<file path="src/hw/rtl/u2c_pkg.sv">
// Shared types, constants and a lookup function for the UTF-8 to CP866 printer transcoder.
// No dependencies; u2c_front, u2c_cmdq, u2c_back and the top level use it by scoped names.
package u2c_pkg;

    localparam int unsigned NUM_USER = 18;

    localparam logic [7:0] ESC_BYTE      = 8'h1B;
    localparam logic [7:0] USER_MODE_CMD = 8'h25;
    localparam logic [7:0] USER_MODE_ON  = 8'h01;
    localparam logic [7:0] USER_MODE_OFF = 8'h00;
    localparam logic [7:0] CHR_SPACE     = 8'h20;
    localparam logic [7:0] CHR_D         = 8'h64;
    localparam logic [7:0] CHR_APOS      = 8'h27;
    localparam logic [7:0] CHR_COMMA     = 8'h2C;
    localparam logic [7:0] CP866_IO      = 8'hF0;
    localparam logic [7:0] LEAD_CYR_LO   = 8'hD0;
    localparam logic [7:0] LEAD_CYR_HI   = 8'hD1;
    localparam logic [7:0] CYR_OFS_A     = 8'h70;
    localparam logic [7:0] CYR_OFS_B     = 8'hA0;
    localparam logic [4:0] IDX_EZH       = 5'd14;

    localparam logic [10:0] U_CYR_A_LO = 11'h410;
    localparam logic [10:0] U_CYR_A_HI = 11'h43F;
    localparam logic [10:0] U_CYR_B_LO = 11'h440;
    localparam logic [10:0] U_CYR_B_HI = 11'h44F;
    localparam logic [10:0] U_CYR_YO   = 11'h451;
    localparam logic [10:0] U_CYR_IO   = 11'h401;
    localparam logic [10:0] U_DZH      = 11'h2A4;
    localparam logic [10:0] U_STRESS_P = 11'h2C8;
    localparam logic [10:0] U_STRESS_S = 11'h2CC;

    localparam logic [10:0] USER_POINTS [NUM_USER] = '{
        11'h23E, 11'h0E6, 11'h0F0, 11'h14B, 11'h251, 11'h252, 11'h254, 11'h259, 11'h25B,
        11'h25C, 11'h26A, 11'h283, 11'h28A, 11'h28C, 11'h292, 11'h2A7, 11'h2D0, 11'h3B8
    };

    // Register indexes on the configuration port
    localparam logic REG_USER_BASE = 1'b0;
    localparam logic REG_FALLBACK  = 1'b1;

    // Last byte position of each command kind
    localparam logic [2:0] LAST_ONE  = 3'd0;
    localparam logic [2:0] LAST_TWO  = 3'd1;
    localparam logic [2:0] LAST_USER = 3'd6;
    localparam logic [2:0] LAST_DZH  = 3'd7;

    typedef enum logic [1:0] {
        K_ONE,
        K_TWO,
        K_USER,
        K_DZH
    } t_kind;

    typedef struct packed {
        t_kind      kind;
        logic [7:0] b0;   // single byte, first of a pair, or user character
        logic [7:0] b1;   // second of a pair
    } t_cmd;

    typedef struct packed {
        logic full;
        logic empty;
    } t_q_stat;

    typedef struct packed {
        logic await_second;
        logic skip_space;
    } t_front_stat;

    typedef struct packed {
        logic       hit;
        logic [4:0] idx;
    } t_user_hit;

    function automatic t_user_hit user_lookup(input logic [10:0] u);
        t_user_hit r;
        r = '0;
        for (int i = NUM_USER - 1; i >= 0; i--) begin
            if (USER_POINTS[i] == u) begin
                r.hit = 1'b1;
                r.idx = 5'(i);
            end
        end
        return r;
    endfunction

endpackage

</file>
<file path="src/hw/rtl/u2c_if.sv">
// Stream interfaces for the transcoder: input bytes and printer bytes.
// Depends on nothing; used by u2c_front, u2c_back and the top level.
interface u2c_in_if;
    logic       valid;
    logic       ready;
    logic [7:0] byte_in;
    modport source (output valid, output byte_in, input ready);
    modport sink (input valid, input byte_in, output ready);
endinterface

interface u2c_out_if;
    logic       valid;
    logic       ready;
    logic [7:0] byte_out;
    logic       last;
    modport source (output valid, output byte_out, output last, input ready);
    modport sink (input valid, input byte_out, input last, output ready);
endinterface

</file>
<file path="src/hw/rtl/u2c_front.sv">
// Front end: accepts UTF-8 bytes, tracks lead and space-skip state, classifies into commands.
// Depends on u2c_pkg and u2c_in_if.
module u2c_front (
    input  logic                 i_clk,
    input  logic                 i_rst_n,
    u2c_in_if.sink               i_in,
    input  logic [7:0]           i_base,
    input  logic [7:0]           i_fallback,
    input  logic                 i_full,
    output logic                 o_push,
    output u2c_pkg::t_cmd        o_cmd,
    output u2c_pkg::t_front_stat o_stat
);

    logic [7:0] r_lead, n_lead;
    logic       r_await, n_await;
    logic       r_skip, n_skip;

    logic                 accept;
    logic [7:0]           b;
    logic [10:0]          u;
    u2c_pkg::t_user_hit   hit;
    u2c_pkg::t_cmd        sec_cmd;
    logic                 sec_dzh;
    logic [7:0]           cyr;

    assign i_in.ready = !i_full;
    assign accept     = i_in.valid && !i_full;
    assign b          = i_in.byte_in;
    assign u          = {r_lead[4:0], b[5:0]};
    assign hit        = u2c_pkg::user_lookup(u);

    // Cyrillic code point to CP866
    always_comb begin
        if (u >= u2c_pkg::U_CYR_A_LO && u <= u2c_pkg::U_CYR_A_HI) begin
            cyr = u[7:0] + u2c_pkg::CYR_OFS_A;
        end else if ((u >= u2c_pkg::U_CYR_B_LO && u <= u2c_pkg::U_CYR_B_HI)
                     || u == u2c_pkg::U_CYR_YO) begin
            cyr = u[7:0] + u2c_pkg::CYR_OFS_B;
        end else if (u == u2c_pkg::U_CYR_IO) begin
            cyr = u2c_pkg::CP866_IO;
        end else begin
            cyr = i_fallback;
        end
    end

    // Classify a completed two-byte sequence
    always_comb begin
        sec_cmd.kind = u2c_pkg::K_ONE;
        sec_cmd.b0   = cyr;
        sec_cmd.b1   = b;
        sec_dzh      = 1'b0;
        if (r_lead == u2c_pkg::LEAD_CYR_LO || r_lead == u2c_pkg::LEAD_CYR_HI) begin
            sec_cmd.b0 = cyr;
        end else if (u == u2c_pkg::U_DZH) begin
            sec_cmd.kind = u2c_pkg::K_DZH;
            sec_cmd.b0   = i_base + {3'b000, u2c_pkg::IDX_EZH};
            sec_dzh      = 1'b1;
        end else if (u == u2c_pkg::U_STRESS_P) begin
            sec_cmd.b0 = u2c_pkg::CHR_APOS;
        end else if (u == u2c_pkg::U_STRESS_S) begin
            sec_cmd.b0 = u2c_pkg::CHR_COMMA;
        end else if (hit.hit) begin
            sec_cmd.kind = u2c_pkg::K_USER;
            sec_cmd.b0   = i_base + {3'b000, hit.idx};
        end else begin
            sec_cmd.kind = u2c_pkg::K_TWO;
            sec_cmd.b0   = r_lead;
        end
    end

    always_comb begin
        n_lead  = r_lead;
        n_await = r_await;
        n_skip  = r_skip;
        o_push  = 1'b0;
        o_cmd   = sec_cmd;
        if (accept) begin
            if (r_skip) begin
                n_skip = 1'b0;
            end
            if (r_skip && b == u2c_pkg::CHR_SPACE) begin
                // drop the space after the dzh ligature
            end else if (r_await) begin
                n_await = 1'b0;
                o_push  = 1'b1;
                if (sec_dzh) begin
                    n_skip = 1'b1;
                end
            end else if (b[7:5] == 3'b110) begin
                n_lead  = b;
                n_await = 1'b1;
            end else begin
                o_push       = 1'b1;
                o_cmd.kind   = u2c_pkg::K_ONE;
                o_cmd.b0     = b;
            end
        end
    end

    always_ff @(posedge i_clk) begin
        if (!i_rst_n) begin
            r_lead  <= '0;
            r_await <= 1'b0;
            r_skip  <= 1'b0;
        end else begin
            r_lead  <= n_lead;
            r_await <= n_await;
            r_skip  <= n_skip;
        end
    end

    assign o_stat.await_second = r_await;
    assign o_stat.skip_space   = r_skip;

endmodule

</file>
<file path="src/hw/rtl/u2c_cmdq.sv">
// Two-entry command queue between front end and output sequencer.
// Depends on u2c_pkg.
module u2c_cmdq (
    input  logic             i_clk,
    input  logic             i_rst_n,
    input  logic             i_push,
    input  u2c_pkg::t_cmd    i_cmd,
    input  logic             i_pop,
    output u2c_pkg::t_cmd    o_head,
    output u2c_pkg::t_q_stat o_stat
);

    u2c_pkg::t_cmd r_mem [2];
    logic          r_wp, r_rp;
    logic [1:0]    r_cnt, n_cnt;

    always_comb begin
        n_cnt = r_cnt;
        if (i_push && !i_pop) begin
            n_cnt = r_cnt + 2'd1;
        end else if (!i_push && i_pop) begin
            n_cnt = r_cnt - 2'd1;
        end
    end

    always_ff @(posedge i_clk) begin
        if (i_push) begin
            r_mem[r_wp] <= i_cmd;
        end
    end

    always_ff @(posedge i_clk) begin
        if (!i_rst_n) begin
            r_wp  <= 1'b0;
            r_rp  <= 1'b0;
            r_cnt <= '0;
        end else begin
            if (i_push) begin
                r_wp <= !r_wp;
            end
            if (i_pop) begin
                r_rp <= !r_rp;
            end
            r_cnt <= n_cnt;
        end
    end

    assign o_head       = r_mem[r_rp];
    assign o_stat.full  = r_cnt[1];
    assign o_stat.empty = (r_cnt == 2'd0);

endmodule

</file>
<file path="src/hw/rtl/u2c_back.sv">
// Output sequencer: expands queue head into an output register, one printer byte per unstalled cycle.
// Depends on u2c_pkg and u2c_out_if.
module u2c_back (
    input  logic             i_clk,
    input  logic             i_rst_n,
    input  u2c_pkg::t_cmd    i_head,
    input  u2c_pkg::t_q_stat i_qstat,
    output logic             o_pop,
    u2c_out_if.source        o_out
);

    logic [2:0] r_pos;
    logic       r_ov;
    logic [7:0] r_ob;
    logic       r_ol;

    logic       adv;
    logic [2:0] last_pos;
    logic [2:0] upos;
    logic       is_last;
    logic [7:0] ubyte;
    logic [7:0] nbyte;

    assign adv = !i_qstat.empty && (!r_ov || o_out.ready);

    always_comb begin
        case (i_head.kind)
            u2c_pkg::K_ONE:  last_pos = u2c_pkg::LAST_ONE;
            u2c_pkg::K_TWO:  last_pos = u2c_pkg::LAST_TWO;
            u2c_pkg::K_USER: last_pos = u2c_pkg::LAST_USER;
            default:         last_pos = u2c_pkg::LAST_DZH;
        endcase
    end

    assign is_last = (r_pos == last_pos);
    assign upos    = (i_head.kind == u2c_pkg::K_DZH) ? r_pos - 3'd1 : r_pos;

    // User character escape sequence
    always_comb begin
        case (upos)
            3'd0:    ubyte = u2c_pkg::ESC_BYTE;
            3'd1:    ubyte = u2c_pkg::USER_MODE_CMD;
            3'd2:    ubyte = u2c_pkg::USER_MODE_ON;
            3'd3:    ubyte = i_head.b0;
            3'd4:    ubyte = u2c_pkg::ESC_BYTE;
            3'd5:    ubyte = u2c_pkg::USER_MODE_CMD;
            default: ubyte = u2c_pkg::USER_MODE_OFF;
        endcase
    end

    always_comb begin
        case (i_head.kind)
            u2c_pkg::K_ONE:  nbyte = i_head.b0;
            u2c_pkg::K_TWO:  nbyte = (r_pos == 3'd0) ? i_head.b0 : i_head.b1;
            u2c_pkg::K_USER: nbyte = ubyte;
            default:         nbyte = (r_pos == 3'd0) ? u2c_pkg::CHR_D : ubyte;
        endcase
    end

    assign o_pop = adv && is_last;

    always_ff @(posedge i_clk) begin
        if (adv) begin
            r_ob <= nbyte;
            r_ol <= is_last;
        end
    end

    always_ff @(posedge i_clk) begin
        if (!i_rst_n) begin
            r_pos <= '0;
            r_ov  <= 1'b0;
        end else begin
            if (adv) begin
                r_ov  <= 1'b1;
                r_pos <= is_last ? 3'd0 : r_pos + 3'd1;
            end else if (o_out.ready) begin
                r_ov <= 1'b0;
            end
        end
    end

    assign o_out.valid    = r_ov;
    assign o_out.byte_out = r_ob;
    assign o_out.last     = r_ol;

endmodule

</file>
<file path="src/hw/rtl/utf8_to_cp866_printer_transcoder.sv">
// Top level of the UTF-8 to CP866 printer transcoder: APB registers, front end, queue, sequencer.
// Depends on u2c_pkg, u2c_if, u2c_front, u2c_cmdq and u2c_back.
//
//  channel   dir  handshake          payload
//  i_in      in   valid/ready        byte_in[7:0]
//  o_out     out  valid/ready        byte_out[7:0], last
//  apb       in   psel/penable/...   paddr[2:0], pwdata[31:0] -> prdata[31:0]
//
// An input byte yields zero to eight printer bytes; the output sequencer emits one byte per
// cycle while o_out.ready allows; a byte yields none (held lead, dropped space), one (plain
// byte, Cyrillic letter, stress mark), two (unmatched pair), seven (user character) or eight
// (affricate) printer bytes. The front end takes a byte every cycle while the two-entry queue
// has room, also while the output register waits on o_out.ready.
// Reset is synchronous and active low; it clears the decoder state, the queue and the output
// valid, and loads user_char_base = 33 and fallback_char = 63.
module utf8_to_cp866_printer_transcoder (
    input  logic        i_clk,
    input  logic        i_rst_n,
    u2c_in_if.sink      i_in,
    u2c_out_if.source   o_out,
    input  logic        psel,
    input  logic        penable,
    input  logic        pwrite,
    input  logic [2:0]  paddr,
    input  logic [31:0] pwdata,
    output logic [31:0] prdata,
    output logic        pready
);

    logic [7:0] r_base;
    logic [7:0] r_fallback;

    logic                 push;
    logic                 pop;
    u2c_pkg::t_cmd        push_cmd;
    u2c_pkg::t_cmd        head_cmd;
    u2c_pkg::t_q_stat     q_stat;
    u2c_pkg::t_front_stat f_stat;
    logic                 wr_en;

    // Configuration registers: write on the access phase, select by word address
    assign pready = 1'b1;
    assign wr_en  = psel && penable && pwrite;

    always_ff @(posedge i_clk) begin
        if (!i_rst_n) begin
            r_base     <= 8'd33;
            r_fallback <= 8'd63;
        end else if (wr_en) begin
            if (paddr[2] == u2c_pkg::REG_USER_BASE) begin
                r_base <= pwdata[7:0];
            end else begin
                r_fallback <= pwdata[7:0];
            end
        end
    end

    assign prdata = (paddr[2] == u2c_pkg::REG_FALLBACK) ? {24'd0, r_fallback}
                                                        : {24'd0, r_base};

    // Front end: classify input bytes into output commands
    u2c_front u_front (
        .i_clk      (i_clk),
        .i_rst_n    (i_rst_n),
        .i_in       (i_in),
        .i_base     (r_base),
        .i_fallback (r_fallback),
        .i_full     (q_stat.full),
        .o_push     (push),
        .o_cmd      (push_cmd),
        .o_stat     (f_stat)
    );

    // Decouple front end from the byte sequencer
    u2c_cmdq u_cmdq (
        .i_clk   (i_clk),
        .i_rst_n (i_rst_n),
        .i_push  (push),
        .i_cmd   (push_cmd),
        .i_pop   (pop),
        .o_head  (head_cmd),
        .o_stat  (q_stat)
    );

    // Back end: expand commands into printer bytes
    u2c_back u_back (
        .i_clk   (i_clk),
        .i_rst_n (i_rst_n),
        .i_head  (head_cmd),
        .i_qstat (q_stat),
        .o_pop   (pop),
        .o_out   (o_out)
    );

    // Never push into a full queue
    a_no_overflow: assert property (@(posedge i_clk) disable iff (!i_rst_n)
        push |-> !q_stat.full)
        else $error("command pushed into full queue");

    // Never pop an empty queue
    a_no_underflow: assert property (@(posedge i_clk) disable iff (!i_rst_n)
        pop |-> !q_stat.empty)
        else $error("command popped from empty queue");

    // A held lead byte and a pending space drop never coexist
    a_state_excl: assert property (@(posedge i_clk) disable iff (!i_rst_n)
        !(f_stat.await_second && f_stat.skip_space))
        else $error("lead held while space skip pending");

    // A popped command ends with a last byte in the output register
    a_pop_last: assert property (@(posedge i_clk) disable iff (!i_rst_n)
        pop |=> (o_out.valid && o_out.last))
        else $error("command retired without last byte");

endmodule

</file>
<file path="src/flat_wrapper.sv">
// flat-port wrapper written by rule: the top's interface ports become plain ports
module utf8_to_cp866_printer_transcoder_flat 
  (i_clk, i_rst_n, psel, penable, pwrite, paddr, pwdata, prdata, pready, i_in_valid, i_in_byte_in, i_in_ready, o_out_valid, o_out_byte_out, o_out_last, o_out_ready);
  u2c_in_if i_in_i ();
  u2c_out_if o_out_i ();
  input  logic i_clk;
  input  logic i_rst_n;
  input  logic psel;
  input  logic penable;
  input  logic pwrite;
  input  logic [2:0] paddr;
  input  logic [31:0] pwdata;
  output logic [31:0] prdata;
  output logic pready;
  input wire logic [$bits(i_in_i.valid)-1:0] i_in_valid;
  input wire logic [$bits(i_in_i.byte_in)-1:0] i_in_byte_in;
  output wire logic [$bits(i_in_i.ready)-1:0] i_in_ready;
  output wire logic [$bits(o_out_i.valid)-1:0] o_out_valid;
  output wire logic [$bits(o_out_i.byte_out)-1:0] o_out_byte_out;
  output wire logic [$bits(o_out_i.last)-1:0] o_out_last;
  input wire logic [$bits(o_out_i.ready)-1:0] o_out_ready;
  assign i_in_i.valid = i_in_valid;
  assign i_in_i.byte_in = i_in_byte_in;
  assign i_in_ready = i_in_i.ready;
  assign o_out_valid = o_out_i.valid;
  assign o_out_byte_out = o_out_i.byte_out;
  assign o_out_last = o_out_i.last;
  assign o_out_i.ready = o_out_ready;
  utf8_to_cp866_printer_transcoder u_core (.i_clk(i_clk), .i_rst_n(i_rst_n), .i_in(i_in_i), .o_out(o_out_i), .psel(psel), .penable(penable), .pwrite(pwrite), .paddr(paddr), .pwdata(pwdata), .prdata(prdata), .pready(pready));
endmodule
</file>
<file path="config.mk">
export PLATFORM = sky130hd
export DESIGN_NAME = utf8_to_cp866_printer_transcoder_flat
export DESIGN_NICKNAME = d
export VERILOG_FILES = /design/src/hw/rtl/u2c_pkg.sv /design/src/hw/rtl/u2c_if.sv /design/src/hw/rtl/u2c_front.sv /design/src/hw/rtl/u2c_cmdq.sv /design/src/hw/rtl/u2c_back.sv /design/src/hw/rtl/utf8_to_cp866_printer_transcoder.sv /design/src/flat_wrapper.sv
export SDC_FILE = /design/constraint.sdc
export NUM_CORES = 1
export LEC_CHECK = 0
export ABC_AREA = 1
export ABC_CLOCK_PERIOD_IN_PS = 4180
export BUFFER_PORTS_ARGS = -buffer_cell sky130_fd_sc_hd__buf_2
export CAP_MARGIN = 40
export CORE_ASPECT_RATIO = 0.5
export CORE_MARGIN = 2
export CORE_UTILIZATION = 48
export CTS_CLUSTER_SIZE = 20
export DETAILED_ROUTE_END_ITERATION = 8
export GPL_TIMING_DRIVEN = 1
export PLACE_DENSITY_LB_ADDON = 0.05
export SETUP_SLACK_MARGIN = 0.02
export SYNTH_ARGS = -nofsm -noshare
export SYNTH_HDL_FRONTEND = slang
export SYNTH_HIERARCHICAL = 1
export SYNTH_SLANG_ARGS = --single-unit
</file>
<file path="constraint.sdc">
create_clock -name i_clk -period 4.18 [get_ports i_clk]
set_input_delay 0.627 -clock i_clk [delete_from_list [all_inputs] [get_ports i_clk]]
set_output_delay 0.627 -clock i_clk [all_outputs]
set_load 0.02 [all_outputs]
</file>
Yosys cells after proc, flatten, opt, wreduce, memory -nomap -nowiden
Memories as Yosys holds them, arrays and structs flattened. A register that Yosys moved wholly into a read port is not among the register bits.
Cells that the tools add are included.

storage, ports and cells
  memory bits (writable) = 36
  logic and storage cells = 156
  input port bits = 50
  memories kept = 1
  output and inout port bits = 44
  ROM bits = 0
  register bits after elaboration = 43
  bits in latches = 0

cells by class
  bitwise gates (word level) = 3
  reduce and logical (&&, ||, !) cells = 32
  eq/ne operators = 36
  mux-type cells = 60
  magnitude comparators = 4
  div/mod/pow operators = 0
  multipliers = 0
  add/sub/neg operators = 8
  shift-type cells = 0

memories
  name                 depth  bits a word  read ports  clocked after Yosys merged registers in  wr ports  line            RTL
  u_core.u_cmdq.r_mem  2      18           1           1                                        1         u2c_cmdq.sv:13  u2c_pkg::t_cmd r_mem [2];

operators by type and width
  kind                                                                     number
  10-bit by 11-bit equality test with 1-bit output, first input constant   15
  6-bit two-way mux                                                        18
  8-bit two-way mux                                                        9
  10-bit two-way mux                                                       6
  11-bit by 10-bit equality test with 1-bit output, second input constant  3
  8-bit one-hot mux with 4 select lines                                    1
  8-bit one-hot mux with 3 select lines                                    1
  11-bit equality test, second input constant                              2
  8-bit by 11-bit equality test with 1-bit output, first input constant    2
  11-bit greater-or-equal comparator, second input constant                2
  11-bit less-or-equal comparator, second input constant                   2
  1-bit two-way mux                                                        17
  8-bit equality test, second input constant                               2
  9-bit by 11-bit equality test with 1-bit output, first input constant    1
  1-bit logical AND                                                        10
  2-bit two-way mux                                                        5
  3-bit equality test, second input constant                               3
  3-bit one-hot mux with 3 select lines                                    1
  8-bit by 4-bit adder with 8-bit output, second input constant            1
  8-bit by 5-bit adder with 8-bit output                                   1
  8-bit by 7-bit adder with 8-bit output, second input constant            1
  8-bit adder, second input constant                                       1
  8-bit by 6-bit equality test with 1-bit output, second input constant    1
  1-bit logical NOT                                                        7
  other kinds (18)                                                         31

Longest topological paths before layout
  depth in word-level cells = 29
  mapped depth = 22

Hierarchy
The synthesis kept the hierarchy.

by module, submodules not included
  module                            cells an instance  seq. area each (um2)  area an instance (um2)  times used
  u2c_front                         354                200.2                 2132.0                  1
  u2c_cmdq                          91                 1181.1                1584.0                  1
  u2c_back                          140                350.3                 1023.5                  1
  utf8_to_cp866_printer_transcoder  142                320.3                 947.2                   1

Worst setup path before layout
No wires, ideal clock.

  kind = in2reg
  start = input i_in_byte_in[5]
  end = memory u_core/u_cmdq/r_mem[0][14] (netlist bit), data pin
  slack = 1130 ps
  cell stages on the path = 18
  arrival = 2893 ps
  library setup time = 157 ps
  data required time = 4023 ps
  path buffers = 0
  cell sequence = inv_1 -> ha_1 -> inv_1 -> nor2_1 -> nand3_2 -> and3b_1 -> o2111a_1 -> nand4_1 -> ha_1 -> fa_1 -> nand3_1 -> nand2_1 -> nand2_1 -> a21oi_1 -> xor2_1 -> o22ai_1 -> nand3_1 -> a21oi_1

RTL lines
  element             line                RTL
  start: declaration  flat_wrapper.sv:16  input wire logic [$bits(i_in_i.byte_in)-1:0] i_in_byte_in;
  end: declaration    u2c_cmdq.sv:13

==> metrics.txt <==
Tot GR Track Use 22.7%; CTS tree built; Crit. End Element flop; CP required 4.32 ns; reg2reg path depth 16; Rel. slew slack 52.6%; Layout area overhead 7.59%; routability cong. 0.949; hold_buf cts 0; wire length per cell 14.6 um; unrepaired setup endpoints after global routing no; max_cap viols 0; Max Slew Vio Count 0; Routed WL 13500 um; max incr delay on CP 0.40 ns; layout cells sized above 1 19.0%; Post-Syn Instances 725; crit start category input port; post-CTS repair timing setup buffer count 0; via count 4774; Most common cell on crit path nand3_1; min cycle time layout 3.46 ns; R2R Path Start u_core/u_front/r_lead[1]; die area 12800 sq um; Crit-path slowest cell fa_1; Gate power share 36.6%; Die Y 80.9 um; post-route ant nets 0; WHS Endpoint u_core/u_front/r_lead[5]; final setup fails 0; CTS resizes 0; CTS Buf Count 9; final instance area 6100 sq um; Sequential Power Share 38.0%; worst clock skew 0.00839 ns; Skew-Pair Late Insertion Delay 0.34 ns; Avg Cell Area, Syn 7.82 sq um; R2R setup slack 0.99 ns; Syn Std Cell Area 5670 sq um; Int Pwr 0.00179 W; via-per-instance ratio 5.18; Final Hold Vio Count 0; Worst Setup SP i_in_byte_in[4]; input/output buffers 42; Nets 829; Setup TNS 0 ns; Ys Warns 6; CORE AREA 11200 sq um; Initial Util 50.4%; Detailed Place HPWL 10400 um; crit-path cells buf_2 > inv_1 > ha_1 > nand3_1 > nor2_1 > nand2_2 > and3b_1 > o2111a_1 > nand4_1 > ha_1 > fa_1 > nand3_1 > nand2_1 > nand2_1 > a21oi_1 > xor2_1 > o22ai_1 > nand3_1 > a21oi_1; DR DRC count 0; final period utilization 82.9%; # clock sinks 80; # IOs 94; Slew @ Worst Pin 0.710 ns; largest net degree at the start of global routing 30; Root Driver clkbuf_16; 1st-pass router iterations 5; Die X 158 um; global-route wire length before repair 22200 um; Rows 27; DR iter-0 viols 304; vias in the first global route 4493; H-tree Lvls 3; total gr overflow 0; Peak Freq 289 MHz; Worst-path clk slew 0.06 ns; maximum vdd drop 0.000203 V; sw power 0.00110 W; Switching Share 38.0%; hold path depth 2; Reg-to-Reg End u_core/u_cmdq/r_mem[1][14]; kind of critical path input port to flop; Leakage 2.85 nW; Min-Delay Path Class flop to flop; Area after DPL 5830 sq um; outcome finished clean; Diodes inserted 0; Worst Path Max Fanout 10; maximum clock insertion buffer count 2; Clock Power Share 25.4%; worst hold start u_core/u_front/r_lead[5]; initial antenna violation count 0; crit path DAT 3.61 ns; Power Density 473 nW/um^2
-- routing by layer --
layer,routed length [um],GRT usage (%)
met1,6550,30.2
met5,0,0
met3,780,4.96
met4,276,6.91
met2,5850,37.3
-- flip-flops by register name, indices dropped and copies added (netlist names), named ones only --
| signal | flops |
|---|---|
| u_core/u_back/o_out.byte_out | 8 |
| u_core/u_back/o_out.last | 1 |
| u_core/u_back/r_pos | 3 |
| u_core/u_cmdq/r_wp | 1 |
| u_core/u_cmdq/r_cnt | 2 |
| u_core/u_front/r_skip | 1 |
| u_core/u_front/r_lead | 8 |
| u_core/r_base | 8 |
| u_core/u_cmdq/r_mem | 36 |
| u_core/r_fallback | 8 |
| u_core/u_back/o_out.valid | 1 |
| u_core/u_cmdq/r_rp | 1 |
| u_core/u_front/r_await | 1 |
-- critical path, delay by kind of cell --
kind	cells	cell delay, ns
and+or+nand+nor	9	0.92
buffers and inverters	2	0.36
xor gates and xnor gates	1	0.16
adders and majority gates	3	0.88
AOI/OAI and AO/OA	4	0.67
-- power groups by stage --
stage,Combinational (W),Clock (W),Sequential (W)
floorplan,0.000801,0,0.00116
global placement,0.00104,0,0.00111
detailed placement,0.00105,0,0.00111
CTS,0.00105,0.000752,0.00110
global route,0.00119,0.000786,0.00111
finish,0.00105,0.000733,0.00110
-- worst max-delay path by stage --
stage,depth (start not counted),slack [ns],to
6_report,19,0.72,u_core/u_cmdq/r_mem[1][14]
5_1_grt,19,0.54,u_core/u_cmdq/r_mem[1][14]
4_1_cts,19,0.75,u_core/u_cmdq/r_mem[1][14]
3_5_place_dp,19,0.41,u_core/u_cmdq/r_mem[1][14]
3_3_place_gp,19,0.42,u_core/u_cmdq/r_mem[1][14]
2_1_floorplan,18,1.13,u_core/u_cmdq/r_mem[0][14]
-- stage by stage --
stage / power (W) / setup slack, ns / cells / util [%] / hold WS [ns]
after floorplan: 0.00196 / 1.13 / 748 / - / 0.436
after global placement: 0.00215 / 0.422 / 906 / 51.8 / 0.448
after detailed placement: 0.00216 / 0.415 / 906 / 51.8 / 0.449
after CTS: 0.00290 / 0.747 / 922 / 54.2 / 0.459
after global routing: 0.00309 / 0.539 / 922 / 54.2 / 0.514
final: 0.00288 / 0.717 / 922 / 54.2 / 0.457
-- layout make-up --
type / instances / area [sq um]
multi-input cells: 536 / 3010
clock buffers: 10 / 229
fillers: 1105 / 5150
clock inverters: 6 / 45.0
repair buffers: 45 / 233
well taps: 159 / 199
inverters: 86 / 330
flip-flops and latches: 80 / 2050
-- layout by cell type, fill, tap and decap left out, types with 3 or more instances in the layout --
cell	count
a21oi_1	35
a31oi_1	4
buf_2	42
buf_4	3
clkbuf_16	9
conb_1	25
dfxtp_1	35
edfxtp_1	45
ha_1	20
inv_1	69
inv_2	14
inv_4	3
mux2_2	8
mux2_4	10
nand2_1	165
nand2_2	12
nand2_4	4
nand3_1	61
nand3_2	5
nand3_4	4
nand3b_1	6
nand4_1	16
nor2_1	68
nor2_2	10
nor2_4	9
nor3_1	9
o21ai_0	26
o21ai_1	7
xor2_1	9
Power figures use the tool's default switching activity.
